<file path="config.mk">
export PLATFORM = sky130hd
export DESIGN_NAME = tac_div_cell
export DESIGN_NICKNAME = d
export VERILOG_FILES = /design/src/rtl/tac_pkg.sv /design/src/rtl/tac_div_cell.sv
export SDC_FILE = /design/constraint.sdc
export NUM_CORES = 1
export LEC_CHECK = 0
export BUFFER_PORTS_ARGS = -buffer_cell sky130_fd_sc_hd__buf_2
export CAP_MARGIN = 20
export CORE_AREA = 2 2 158 160
export DETAILED_ROUTE_END_ITERATION = 8
export DIE_AREA = 0 0 160 162
export GPL_ROUTABILITY_DRIVEN = 0
export PLACE_DENSITY = 0.77
export SETUP_SLACK_MARGIN = 0.5
export SYNTH_ARGS = -nofsm -noshare
export SYNTH_HDL_FRONTEND = slang
export SYNTH_SLANG_ARGS = --single-unit
</file>
<file path="constraint.sdc">
create_clock -name clock -period 10.1 [get_ports clock]
set_input_delay 2.02 -clock clock [delete_from_list [all_inputs] [get_ports clock]]
set_output_delay 2.02 -clock clock [all_outputs]
set_load 0.005 [all_outputs]
</file>
<file path="src/rtl/tac_pkg.sv">
package tac_pkg;

   // fraction bits of positions and curvature
   localparam int FRAC_BITS = 16;

   localparam int POS_W  = 32;
   localparam int HEAD_W = 16;
   localparam int DIFF_W = POS_W + 1;
   localparam int PROD_W = DIFF_W + HEAD_W;
   localparam int DOT_W  = PROD_W + 1;
   localparam int SQ1_W  = 2 * POS_W + 1;
   localparam int D2_W   = SQ1_W + 1;
   localparam int CM_W   = DOT_W - 1;

   // partial products of the squared cross term and of t2 * d2
   localparam int CM_LO_W = (CM_W + 1) / 2;
   localparam int CM_HI_W = CM_W - CM_LO_W;
   localparam int PPLL_W  = 2 * CM_LO_W;
   localparam int PPHL_W  = CM_LO_W + CM_HI_W;
   localparam int PPHH_W  = 2 * CM_HI_W;
   localparam int D2_C_W  = D2_W / 3;
   localparam int SQ_W    = 2 * CM_W;

   localparam int MD_W   = 16;
   localparam int TS_W   = 15;
   localparam int MDSQ_W = 2 * MD_W;
   localparam int T2_W   = 2 * TS_W;
   localparam int TPROD_W = T2_W + D2_C_W;

   localparam int CURV_W    = 32;
   localparam int QUO_W     = CURV_W - 1;
   localparam int DIV_SHIFT = 2 * FRAC_BITS - 13;
   localparam int NUM_W     = CM_W + DIV_SHIFT;

   localparam int ST_W = 2;
   localparam logic [ST_W-1:0] ST_ARC     = 2'd0;
   localparam logic [ST_W-1:0] ST_REACHED = 2'd1;
   localparam logic [ST_W-1:0] ST_BEHIND  = 2'd2;

   localparam logic signed [CURV_W-1:0] CURV_MAX = {1'b0, {(CURV_W-1){1'b1}}};
   localparam logic signed [CURV_W-1:0] CURV_MIN = {1'b1, {(CURV_W-1){1'b0}}};

   localparam int CSR_AW    = 3;
   localparam int CSR_DW    = 32;
   localparam int REG_IDX_W = CSR_AW - 2;
   localparam logic [REG_IDX_W-1:0] REG_MIN_DISTANCE  = 1'b0;
   localparam logic [REG_IDX_W-1:0] REG_MIN_TURN_SINE = 1'b1;

   localparam logic [MD_W-1:0]   MIN_DISTANCE_RST  = 16'd7;
   localparam logic [TS_W-1:0]   MIN_TURN_SINE_RST = 15'd16;
   localparam logic [MDSQ_W-1:0] MD_SQ_RST =
      MDSQ_W'(MIN_DISTANCE_RST) * MDSQ_W'(MIN_DISTANCE_RST);
   localparam logic [T2_W-1:0]   T2_RST =
      T2_W'(MIN_TURN_SINE_RST) * T2_W'(MIN_TURN_SINE_RST);

   typedef struct packed {
      logic [MDSQ_W-1:0] md_sq;
      logic [T2_W-1:0]   t2;
   } tac_cfg_type;

   // one entry of the divider chain
   typedef struct packed {
      logic [D2_W-1:0]  rem;
      logic [D2_W-1:0]  den;
      logic [QUO_W-1:0] num_lo;
      logic [QUO_W-1:0] quo;
      logic [ST_W-1:0]  status;
      logic             zero;
      logic             neg;
      logic             ovf;
   } tac_div_type;

endpackage

</file>
<file path="src/rtl/tac_div_cell.sv">
module tac_div_cell (
   input  logic                 clock,
   input  logic                 reset,
   input  logic                 in_valid,
   output logic                 in_ready,
   input  tac_pkg::tac_div_type in_data,
   output logic                 out_valid,
   input  logic                 out_ready,
   output tac_pkg::tac_div_type out_data
);
   import tac_pkg::*;

   logic            v_ff;
   logic            adv;
   logic [D2_W:0]   shifted, den_x, diff;
   logic            ge;
   tac_div_type     d_ff, d_in;

   assign adv      = !v_ff || out_ready;
   assign in_ready = adv;

   // one restoring step: bring in the next numerator bit, subtract if it fits
   assign shifted = {in_data.rem, in_data.num_lo[QUO_W-1]};
   assign den_x   = {1'b0, in_data.den};
   assign ge      = shifted >= den_x;
   assign diff    = shifted - den_x;

   always_comb begin
      d_in        = in_data;
      d_in.rem    = ge ? diff[D2_W-1:0] : shifted[D2_W-1:0];
      d_in.num_lo = {in_data.num_lo[QUO_W-2:0], 1'b0};
      d_in.quo    = {in_data.quo[QUO_W-2:0], ge};
   end

   always_ff @(posedge clock) begin
      if (reset) begin
         v_ff <= 1'b0;
      end else if (adv) begin
         v_ff <= in_valid;
      end
   end

   always_ff @(posedge clock) begin
      if (adv) d_ff <= d_in;
   end

   assign out_valid = v_ff;
   assign out_data  = d_ff;

endmodule

</file>
After elaboration in Yosys (flattened, before gate mapping)
Cells that the tools add are included.
{ "totals": {"out_inout_bits": 201, "wordCells": 14, "ff_bits": 199, "in_bits": 203} }
{ "op_classes": {"magnitude_cmp": 1, "n_addsub": 1, "n_reduce_logical": 2, "n_mux": 1} }
{ "op_table": {"columns": ["op", "n"], "rows": [
  [">= comparator 67 x 66 -> 1 bit", 1],
  ["two-way mux 66 bit", 1],
  ["subtractor 66 bit", 1],
  ["logical NOT 1 bit", 1],
  ["logical OR 1 bit", 1]
]} }

Longest topological paths before layout
{ "logic_depth": {"depth_word": 2, "ltp_mapped": 15} }

Worst setup path after synthesis
No wires, ideal clock.
{ "synth_path": {"path_kind": "input port to output port", "start": "input out_ready", "end": "output in_ready", "n_path_buf": 0, "stages": 1, "setup_slack_ns": 1.257, "required_time_ns": 8.080, "arrival_time_ns": 6.823, "path_cell_list": "nand2b_1"} }
{ "synth_between": {"elab_chain_cells": 1} }
{ "synth_rtl": {"columns": ["item", "line_no", "rtl"], "rows": [
  ["start: declaration", "tac_div_cell.sv:8", "input logic out_ready,"],
  ["logical OR 1 bit", "tac_div_cell.sv:19", "assign adv = !v_ff || out_ready;"],
  ["end: declaration", "tac_div_cell.sv:5", "output logic in_ready,"]
]} }
Every way passes these cells.

==> impl_metrics.yaml <==
routing:
  final_antenna_net_count: 0
  viasPerCell: 5.542
  via_count: 9527
  wl_per_cell_um: 19.37
  drc_errors: 0
  drtPass1Iterations: 5
  finalWirelength_um: 33290
  drt_iter0_drc: 818
worst_setup_path:
  startpoint: "in_data[69]"
  arrival_ps: 5740
  crit_fanout: 63
  critPathKind: "in2reg"
  rrSetupSlack_ps: 7740
  crit-reg2reg-launch: "out_valid"
  crit_path_end_kind: "flop"
  cp-start-kind: "input port"
  cp_data_required_time_ps: 10290
  cp-endpoint: "out_data[137]"
  reg2regPathDepth: 2
  r2r-end: "out_data[17]"
cts:
  clk_pin_slew_ps: 80
  cts.path.max_buffers: 2
  insertion_delay_ps: 430
  cts_tree: "yes"
  numCtsBuffers: 17
  cts_resized: 0
  h-tree-depth: 4
  root_buffer: "clkbuf_16"
  hold_buffers: 0
  clock_sinks: 199
  post-cts-setup-buffers: 0
synthesis:
  netlist_top_cells_area: "edfxtp_1 52%, ha_1 7.2%, mux2_4 6.4%"
  synthArstFlopShare_pct: 0
  seq_area_frac_synth_pct: 51.99
  mappedNetlistArea_um2: 11470
  synthFlopType: "edfxtp_1"
  syn_nets: 1266
  synth_cells: 996
  synth_top_area_cell: "edfxtp_1"
  ys_ff_latch: 199
  synth_top_area_share_pct: 51.82
  synth_cell_type_count: 74
  yosys_warnings: 0
  syn_avg_cell_area_um2: 11.52
  synth_edf_count: 198
timing:
  relSlewSlack_pct: 27.24
  fin_setup_tns_ps: 0
  clock_skew_ps: 9.463
  hold_viol_final: 0
  hold_slack_ps: 1261
  rsz0062_at_grt: "no"
  finalCritPeriodShare_pct: 55.01
  drv_slew: 0
  setup_violations: 0
  tightest_slew_ps: 1089
  max_freq_mhz: 180.0
  min_period_ps: 5556
grt:
  grt_pass1_wl_um: 50090
  antenna_found_initial: 6
  grt_max_degree: 74
  grt_usage_pct: 24.90
  grt_pass1_vias: 9091
  grt_overflow: 0
layout:
  area_growth_pct: 24.70
  final_util_pct: 59.36
  most-common-layout-cells: "401 x buf_2, 198 x edfxtp_1, 94 x a21oi_1, 85 x inv_1, 66 x ha_1"
  drive_gt1_share_pct: 36.40
  nets: 1650
  fin_cells: 1719
  layout_commonest_cell: "buf_2"
floorplanning:
  rows: 57
  die_h_um: 162
  dieArea_um2: 25920
  die_x_um: 160
  coreArea_um2: 24110
  initial_core_util_pct: 47.60
  ios: 404
hold_path:
  hp-class: "reg2reg"
run:
  drv_cap: 0
run_status:
  outcome: "completed"
placement:
  io_buffers: 401
  place_inst: 1685
  hpwl_um: 26260
power_and_ir_drop:
  vdd_drop_max_uv: 88.45
  power.total_mw: 2.331
  powerDensity_nw_per_um2: 162.9
  leakage_nw: 6.583
routing by layer:
| layer | GRT usage (%) | part of all wire, % | vias to the layer above |
|---|---|---|---|
| met5 | 0 | 0.16 | - |
| met4 | 7.576 | 2.4 | 8 |
| met3 | 5.669 | 8.2 | 62 |
| met2 | 43.01 | 49 | 478 |
| met1 | 31.39 | 40 | 4507 |
| li1 | - | - | 4472 |
how the worst min path moves through the flow:
stage | start | end | cells past startpoint | slack, ps
floorplan | reset | out_valid | 1 | 2090
global placement | out_valid | out_data[63] | 1 | 1240
detailed placement | out_valid | out_data[63] | 1 | 1270
CTS | out_valid | out_data[31] | 1 | 1290
global route | out_valid | out_data[62] | 1 | 1350
finish | out_valid | out_data[47] | 1 | 1260
per-stage QoR:
step	setup slack, ps	area [um2]
floorplan	1257	11470
global placement	4116	13680
detailed placement	4099	13680
CTS	4540	14300
global route	4384	14310
finish	4544	14310
worst max-delay path: stages:
cell and delay [ps]:
buf_2 80, inv_1 50, ha_1 360, and3_1 210
o21ai_1 140, a21oi_2 230, o2111ai_2 240, a2111oi_4 580
o211a_4 260, o31a_1 560, nor2_8 110, inv_8 460
mux2_2 410
cell usage after synthesis, types with 3 or more instances:
cell type	n
buf_2	11
o21a_1	7
buf_6	3
and2_1	4
ha_1	66
o21ai_0	49
mux2_2	4
o31ai_1	7
edfxtp_1	198
a31oi_1	5
nor2_1	57
o21ai_1	6
xor2_1	20
nor4_1	5
nand3_1	14
nor3b_1	4
nand4_1	25
a211oi_1	6
nor3_1	23
o211ai_1	11
o21bai_1	13
a21boi_0	4
nor2b_1	5
nand2_1	64
a21oi_1	94
buf_8	4
a21oi_2	4
o22ai_1	3
and3_1	10
clkbuf_1	17
xnor2_1	36
inv_1	85
nand2b_1	4
a21o_1	32
mux2_4	49
cell families (layout without fill, tap and decap cells):
kind of cell / after synthesis / in the layout / synth area share, %
simple gates: 227 / 227 / 9.628
buf+inv: 125 / 522 / 4.918
other cells: 1 / 3 / 0.03268
fa+ha+maj: 67 / 67 / 7.371
mux: 54 / 54 / 6.891
compound gates: 267 / 267 / 14.89
xor+xnor: 56 / 56 / 4.274
flops: 199 / 199 / 51.99
final cells by class:
cell class,count,area (um2)
Timing Repair Buffer,403,2022
Multi-Input combinational cell,672,4952
Antenna cell,2,5.005
Tap cell,324,405.4
Clock inverter,15,198.9
Inverter,87,334.1
Clock buffer,17,425.4
Fill cell,2052,9797
Sequential cell,199,5966
where the power goes:
| group | internal, mW | switching, mW | total [mW] | leakage, nW |
|---|---|---|---|---|
| clock | 0.343 | 0.367 | 0.710 | 0.303 |
| sequential | 1.02 | 0.0221 | 1.04 | 2.06 |
| combinational | 0.268 | 0.308 | 0.576 | 4.22 |
state kept, by name, summed over array words and instances (netlist names):
name       cells
out_valid      1
out_data     198
No activity file was read; power rests on OpenSTA's default activity.
