$ cat src/rtl/tac_pkg.sv
package tac_pkg;

   // fraction bits of positions and curvature
   localparam int FRAC_BITS = 16;

   localparam int POS_W  = 32;
   localparam int HEAD_W = 16;
   localparam int DIFF_W = POS_W + 1;
   localparam int PROD_W = DIFF_W + HEAD_W;
   localparam int DOT_W  = PROD_W + 1;
   localparam int SQ1_W  = 2 * POS_W + 1;
   localparam int D2_W   = SQ1_W + 1;
   localparam int CM_W   = DOT_W - 1;

   // partial products of the squared cross term and of t2 * d2
   localparam int CM_LO_W = (CM_W + 1) / 2;
   localparam int CM_HI_W = CM_W - CM_LO_W;
   localparam int PPLL_W  = 2 * CM_LO_W;
   localparam int PPHL_W  = CM_LO_W + CM_HI_W;
   localparam int PPHH_W  = 2 * CM_HI_W;
   localparam int D2_C_W  = D2_W / 3;
   localparam int SQ_W    = 2 * CM_W;

   localparam int MD_W   = 16;
   localparam int TS_W   = 15;
   localparam int MDSQ_W = 2 * MD_W;
   localparam int T2_W   = 2 * TS_W;
   localparam int TPROD_W = T2_W + D2_C_W;

   localparam int CURV_W    = 32;
   localparam int QUO_W     = CURV_W - 1;
   localparam int DIV_SHIFT = 2 * FRAC_BITS - 13;
   localparam int NUM_W     = CM_W + DIV_SHIFT;

   localparam int ST_W = 2;
   localparam logic [ST_W-1:0] ST_ARC     = 2'd0;
   localparam logic [ST_W-1:0] ST_REACHED = 2'd1;
   localparam logic [ST_W-1:0] ST_BEHIND  = 2'd2;

   localparam logic signed [CURV_W-1:0] CURV_MAX = {1'b0, {(CURV_W-1){1'b1}}};
   localparam logic signed [CURV_W-1:0] CURV_MIN = {1'b1, {(CURV_W-1){1'b0}}};

   localparam int CSR_AW    = 3;
   localparam int CSR_DW    = 32;
   localparam int REG_IDX_W = CSR_AW - 2;
   localparam logic [REG_IDX_W-1:0] REG_MIN_DISTANCE  = 1'b0;
   localparam logic [REG_IDX_W-1:0] REG_MIN_TURN_SINE = 1'b1;

   localparam logic [MD_W-1:0]   MIN_DISTANCE_RST  = 16'd7;
   localparam logic [TS_W-1:0]   MIN_TURN_SINE_RST = 15'd16;
   localparam logic [MDSQ_W-1:0] MD_SQ_RST =
      MDSQ_W'(MIN_DISTANCE_RST) * MDSQ_W'(MIN_DISTANCE_RST);
   localparam logic [T2_W-1:0]   T2_RST =
      T2_W'(MIN_TURN_SINE_RST) * T2_W'(MIN_TURN_SINE_RST);

   typedef struct packed {
      logic [MDSQ_W-1:0] md_sq;
      logic [T2_W-1:0]   t2;
   } tac_cfg_type;

   // one entry of the divider chain
   typedef struct packed {
      logic [D2_W-1:0]  rem;
      logic [D2_W-1:0]  den;
      logic [QUO_W-1:0] num_lo;
      logic [QUO_W-1:0] quo;
      logic [ST_W-1:0]  status;
      logic             zero;
      logic             neg;
      logic             ovf;
   } tac_div_type;

endpackage

$ cat src/rtl/tac_cfg.sv
module tac_cfg (
   input  logic                        clock,
   input  logic                        reset,
   input  logic                        psel,
   input  logic                        penable,
   input  logic                        pwrite,
   input  logic [tac_pkg::CSR_AW-1:0]  paddr,
   input  logic [tac_pkg::CSR_DW-1:0]  pwdata,
   output logic [tac_pkg::CSR_DW-1:0]  prdata,
   output logic                        pready,
   output tac_pkg::tac_cfg_type        cfg
);
   import tac_pkg::*;

   logic                 wr;
   logic [REG_IDX_W-1:0] idx;
   logic [MD_W-1:0]      md_ff, md_in;
   logic [TS_W-1:0]      ts_ff, ts_in;
   logic [MDSQ_W-1:0]    md_sq_ff, md_sq_in;
   logic [T2_W-1:0]      t2_ff, t2_in;

   assign pready = 1'b1;
   assign wr     = psel && penable && pwrite;
   assign idx    = paddr[CSR_AW-1:2];

   // squares are kept alongside so the datapath compares against them directly
   always_comb begin
      md_in    = md_ff;
      ts_in    = ts_ff;
      md_sq_in = md_sq_ff;
      t2_in    = t2_ff;
      if (wr) begin
         unique case (idx)
            REG_MIN_DISTANCE: begin
               md_in    = pwdata[MD_W-1:0];
               md_sq_in = MDSQ_W'(pwdata[MD_W-1:0]) * MDSQ_W'(pwdata[MD_W-1:0]);
            end
            REG_MIN_TURN_SINE: begin
               ts_in = pwdata[TS_W-1:0];
               t2_in = T2_W'(pwdata[TS_W-1:0]) * T2_W'(pwdata[TS_W-1:0]);
            end
         endcase
      end
   end

   always_ff @(posedge clock) begin
      if (reset) begin
         md_ff    <= MIN_DISTANCE_RST;
         ts_ff    <= MIN_TURN_SINE_RST;
         md_sq_ff <= MD_SQ_RST;
         t2_ff    <= T2_RST;
      end else begin
         md_ff    <= md_in;
         ts_ff    <= ts_in;
         md_sq_ff <= md_sq_in;
         t2_ff    <= t2_in;
      end
   end

   always_comb begin
      unique case (idx)
         REG_MIN_DISTANCE:  prdata = {{(CSR_DW-MD_W){1'b0}}, md_ff};
         REG_MIN_TURN_SINE: prdata = {{(CSR_DW-TS_W){1'b0}}, ts_ff};
      endcase
   end

   assign cfg.md_sq = md_sq_ff;
   assign cfg.t2    = t2_ff;

endmodule

$ cat config.mk
export PLATFORM = sky130hd
export DESIGN_NAME = tac_cfg
export DESIGN_NICKNAME = d
export VERILOG_FILES = /design/src/rtl/tac_pkg.sv /design/src/rtl/tac_cfg.sv
export SDC_FILE = /design/constraint.sdc
export NUM_CORES = 1
export LEC_CHECK = 0
export BUFFER_PORTS_ARGS = -buffer_cell sky130_fd_sc_hd__clkbuf_2
export CORE_MARGIN = 2
export CORE_UTILIZATION = 63
export CTS_CLUSTER_SIZE = 16
export DETAILED_ROUTE_END_ITERATION = 8
export PLACE_DENSITY_LB_ADDON = 0.05
export SLEW_MARGIN = 20
export SYNTH_ARGS = -nofsm -noshare
export SYNTH_HDL_FRONTEND = slang
export SYNTH_SLANG_ARGS = --single-unit
export TNS_END_PERCENT = 10
$ cat constraint.sdc
create_clock -name clock -period 10.6 [get_ports clock]
set_clock_uncertainty 0.05 [all_clocks]
set_input_delay 3.18 -clock clock [delete_from_list [all_inputs] [get_ports clock]]
set_output_delay 3.18 -clock clock [all_outputs]
set_load 0.005 [all_outputs]
# Word-level counts from Yosys, hierarchy flattened

Cells that the tools add are included.
Widths: inputs -> output; s select.

$mul: 2
Mux-type cells: 1
Bitwise operators: 1
Reductions and logical operators: 4

Operators with widths:

| kind              | count |
|---|---|
| $pmux 32 s2       | 1 |
| $mul 16x16->32    | 1 |
| $mul 15x15->30    | 1 |
| $reduce_and 2->1  | 2 |
| $logic_and 1x1->1 | 2 |
| $not 1->1         | 1 |

Register bits after elaboration: 93
Input bits: 40
Output and inout port bits: 95
Word-level logic and storage cells: 12

# Longest topological paths before layout

Depth after elaboration: 3
Mapped depth: 26
Gate-level depth less buffers: 23

# Least setup slack after synthesis

OpenSTA, ideal clock, no wires.

Path kind: input to register
Start: input port pwdata[11] in the netlist's numbering
End: register md_sq_ff[24]
Library setup time: 0.086 ns
Arrival: 8.859 ns
Required time: 10.464 ns
Setup slack: 1.605 ns
Cell stages on the path: 24
Path buffers: 3
Cells stage by stage: clkbuf_1 > buf_1 > nand2_1 > inv_1 > fa_1 > inv_1 > fa_1 > inv_1 > fa_1 > fa_1 > fa_1 > inv_1 > fa_1 > inv_1 > ha_1 > clkbuf_1 > a21oi_1 > o211ai_1 > a221o_1 > a31o_2 > a41oi_1 > nor2_1 > xnor2_1 > a211oi_1

Cells in the longest elaborated chain, start to end: 1

Ends and longest elaborated chain:

| what                   | RTL line      | text |
|---|---|---|
| start: declaration     | tac_cfg.sv:8  | `input logic [tac_pkg::CSR_DW-1:0] pwdata,` |
| $mul 16x16->32         | tac_cfg.sv:36 | `md_sq_in = MDSQ_W'(pwdata[MD_W-1:0]) * MDSQ_W'(pwdata[MD_W-1:0]);` |
| end signal: assignment | tac_cfg.sv:55 | `md_sq_ff <= md_sq_in;` |
| end: declaration       | tac_cfg.sv:19 | `logic [MDSQ_W-1:0] md_sq_ff, md_sq_in;` |

No other way between the ends.
A chain may end at the register's enable or synchronous reset.

# Worst setup path after layout

Start: input port pwdata[2] in the netlist's numbering
End: register t2_ff[29]

Cells in the longest elaborated chain, start to end: 1

Ends and longest elaborated chain:

| what                   | RTL line      | text |
|---|---|---|
| $mul 15x15->30         | tac_cfg.sv:40 | `t2_in = T2_W'(pwdata[TS_W-1:0]) * T2_W'(pwdata[TS_W-1:0]);` |
| end signal: assignment | tac_cfg.sv:56 | `t2_ff <= t2_in;` |
| end: declaration       | tac_cfg.sv:20 | `logic [T2_W-1:0] t2_ff, t2_in;` |

No other way between the ends.

==> impl_metrics.env <==
export IMPL_status="completed"
export IMPL_max_freq_ghz=0.107
export IMPL_tightestPinTransition_ps=793
export IMPL_crit_fanout=7
export IMPL_drtIter0Drc=591
export IMPL_slowest_stage="fa_1"
export IMPL_hold_buffers=0
export IMPL_ys_warn_count=0
export IMPL_worstHoldPathType="flop to flop"
export IMPL_die_h_um=165
export IMPL_cts_resized=0
export IMPL_grt_pass1_wl_mm=65.8
export IMPL_io_pins=135
export IMPL_setup_violations=0
export IMPL_synthCells=1875
export IMPL_arrival_ps=9510
export IMPL_clock_path_buffers=2
export IMPL_syn_to_final_growth_pct=6.33
export IMPL_hold_violations=0
export IMPL_ant_nets=0
export IMPL_setup_tns_ps=0
export IMPL_vias_per_cell=5.53
export IMPL_cts_buffers=9
export IMPL_hold_slack_ps=403
export IMPL_cts_sinks=89
export IMPL_dpl_cell_count=2253
export IMPL_crit_path_start_kind="input pin"
export IMPL_start_util_pct=64.6
export IMPL_synth_area_um2=16400
export IMPL_critPathKind="input pin to flop"
export IMPL_tritoncts="done"
export IMPL_nets=2456
export IMPL_coreArea_um2=25300
export IMPL_wl_per_cell_um=17.7
export IMPL_grt_ovfl_total=0
export IMPL_synth_edf_count=0
export IMPL_rsz0062_at_grt="no"
export IMPL_min_period_over_period_pct=88.0
export IMPL_htreeDepth=3
export IMPL_final_min_clock_period_ps=9330
export IMPL_vias=12500
export IMPL_post_cts_buffers=0
export IMPL_final_layout_size_suffix_gt1_share_pct=9.08
export IMPL_fillers=2093
export IMPL_grt_antenna_before_repair=0
export IMPL_rows=58
export IMPL_worstPathBufferInverterCount=9
export IMPL_synth_main_ff_cell="dfxtp_1"
export IMPL_cp_data_required_time_ps=10780
export IMPL_worstSetupEndpointType="flop"
export IMPL_gp_congestion=0.903
export IMPL_max_cap_violations=0
export IMPL_grt_pass1_vias=13200
export IMPL_stdcell_count=2269
export IMPL_grt_use_total_pct=31.6
export IMPL_dpl_hpwl_mm=33.4
export IMPL_critPathTopFamily="adder cells"
export IMPL_ys_seq_area_share_pct=10.9
export IMPL_die_x_um=165
export IMPL_max_slew_margin_pct=47.1
export IMPL_async_flop_share_pct=0
export IMPL_cts_reportedPaths_clkPinSlew_ps=80
export IMPL_firstDrtPassIters=7
export IMPL_drc=0
export IMPL_die_area_um2=27300
export IMPL_syn_avg_cell_area_um2=8.72
export IMPL_cp_common_cell="inv_1"
export IMPL_clk_latency_ps=360
export IMPL_max_stage_delay_ps=570
export IMPL_grt_max_degree=69
export IMPL_io_buffer_count=97
export IMPL_cts_root_buf="clkbuf_16"
export IMPL_drv_slew=0
export IMPL_ys_seq_elements=89
export IMPL_synth_cell_types=67
export IMPL_drt_total_wl_mm=40.1
export IMPL_diodes=0
-- state kept, by name, summed over array words and instances, names as in the netlist --
signal and count:
md_ff 16, md_sq_ff 30, ts_ff 15, t2_ff 28
-- synthesized netlist by cell type (all sizes together), types with 2 or more instances --
| master | number | area (µm²) |
|---|---|---|
| nor2b | 10 | 62.6 |
| nand4 | 11 | 68.8 |
| a221o | 2 | 21.3 |
| or2 | 8 | 50.1 |
| nor4 | 2 | 12.5 |
| nor2 | 75 | 282 |
| a22o | 3 | 26.3 |
| o21a | 7 | 53.8 |
| o22ai | 3 | 18.8 |
| or3 | 4 | 25.0 |
| o21bai | 7 | 52.6 |
| buf | 29 | 190 |
| nand3b | 6 | 45.0 |
| o2111ai | 3 | 26.3 |
| fa | 285 | 5710 |
| nand3 | 13 | 65.1 |
| a31oi | 7 | 43.8 |
| nand2b | 7 | 43.8 |
| o21ai | 43 | 219 |
| nor3 | 10 | 50.1 |
| a211oi | 19 | 155 |
| dfxtp | 89 | 1780 |
| xnor2 | 45 | 394 |
| a21o | 21 | 158 |
| a21oi | 103 | 515 |
| a211o | 5 | 43.8 |
| a221oi | 5 | 56.3 |
| nand2 | 236 | 886 |
| o41ai | 2 | 17.5 |
| and3 | 4 | 26.3 |
| inv | 447 | 1680 |
| o211ai | 6 | 45.0 |
| a311oi | 3 | 26.3 |
| xor2 | 22 | 193 |
| o31ai | 6 | 50.1 |
| a31o | 4 | 43.8 |
| and2 | 30 | 188 |
| ha | 197 | 2460 |
| conb | 2 | 7.51 |
| mux2 | 17 | 191 |
| a41oi | 2 | 17.5 |
| clkbuf | 61 | 229 |
-- metal layers --
metal,GRT usage [%],vias to the layer above,share of wire [%]
li1,-,5873,-
met1,38.1,6325,39
met2,59.4,286,54
met3,4.37,55,4.8
met4,7.83,0,2.3
met5,0,-,0
-- kinds of logic after synthesis --
| group | count (synthesis) | synth area share [%] |
|---|---|---|
| compound gates | 258 | 10.1 |
| xor+xnor | 67 | 3.59 |
| fa+ha+maj | 483 | 50.0 |
| buf+inv | 537 | 12.8 |
| flops | 89 | 10.9 |
| mux | 18 | 1.23 |
| other cells | 2 | 0.0459 |
| simple gates | 421 | 11.3 |
-- placed cells by master, fill, tap and decap left out, drive strengths merged, types with 22 or more instances in the layout --
cell type	n
inv	450
fa	285
nand2	236
ha	197
clkbuf	107
a21oi	103
dfxtp	89
nor2	75
xnor2	45
o21ai	43
and2	30
buf	24
xor2	22
-- worst reg2reg max path: cells and delay by family, from the launching register on --
| family | cells | cell delay, ps |
|---|---|---|
| DFF | 1 | 340 |
| and+or+nand+nor | 1 | 50 |
| AOI/OAI and AO/OA | 2 | 370 |
-- area by class of cell --
class / instances / area [µm²] / share of cell area (%)
Clock inverter: 6 / 72.6 / 0.417
Timing Repair Buffer: 121 / 666 / 3.83
Tap cell: 330 / 413 / 2.37
Inverter: 447 / 1680 / 9.65
Multi-Input combinational cell: 1266 / 12600 / 72.2
Clock buffer: 10 / 229 / 1.32
Sequential cell: 89 / 1780 / 10.2
-- worst paths after layout --
path           startpoint            to  slack (ps)  depth (start not counted)
max reg2reg  md_sq_ff[31]  md_sq_ff[31]        9690                          3
min reg2reg      ts_ff[2]      ts_ff[2]         400                          2
max             pwdata[2]     t2_ff[29]        1270                         25
min              ts_ff[2]      ts_ff[2]         400                          2
-- through the flow --
step | instance area, µm² | setup slack (ps) | util [%]
2_1_floorplan | 16400 | 1610 | -
3_3_place_gp | 17100 | 978 | 67.5
3_5_place_dp | 17100 | 960 | 67.5
4_1_cts | 17400 | 1320 | 68.7
5_1_grt | 17400 | 870 | 68.7
6_report | 17400 | 1270 | 68.7
Power is left out: the tool's default activity adds up to more than one toggle a clock period on the data nets, which glitch-free logic cannot reach.
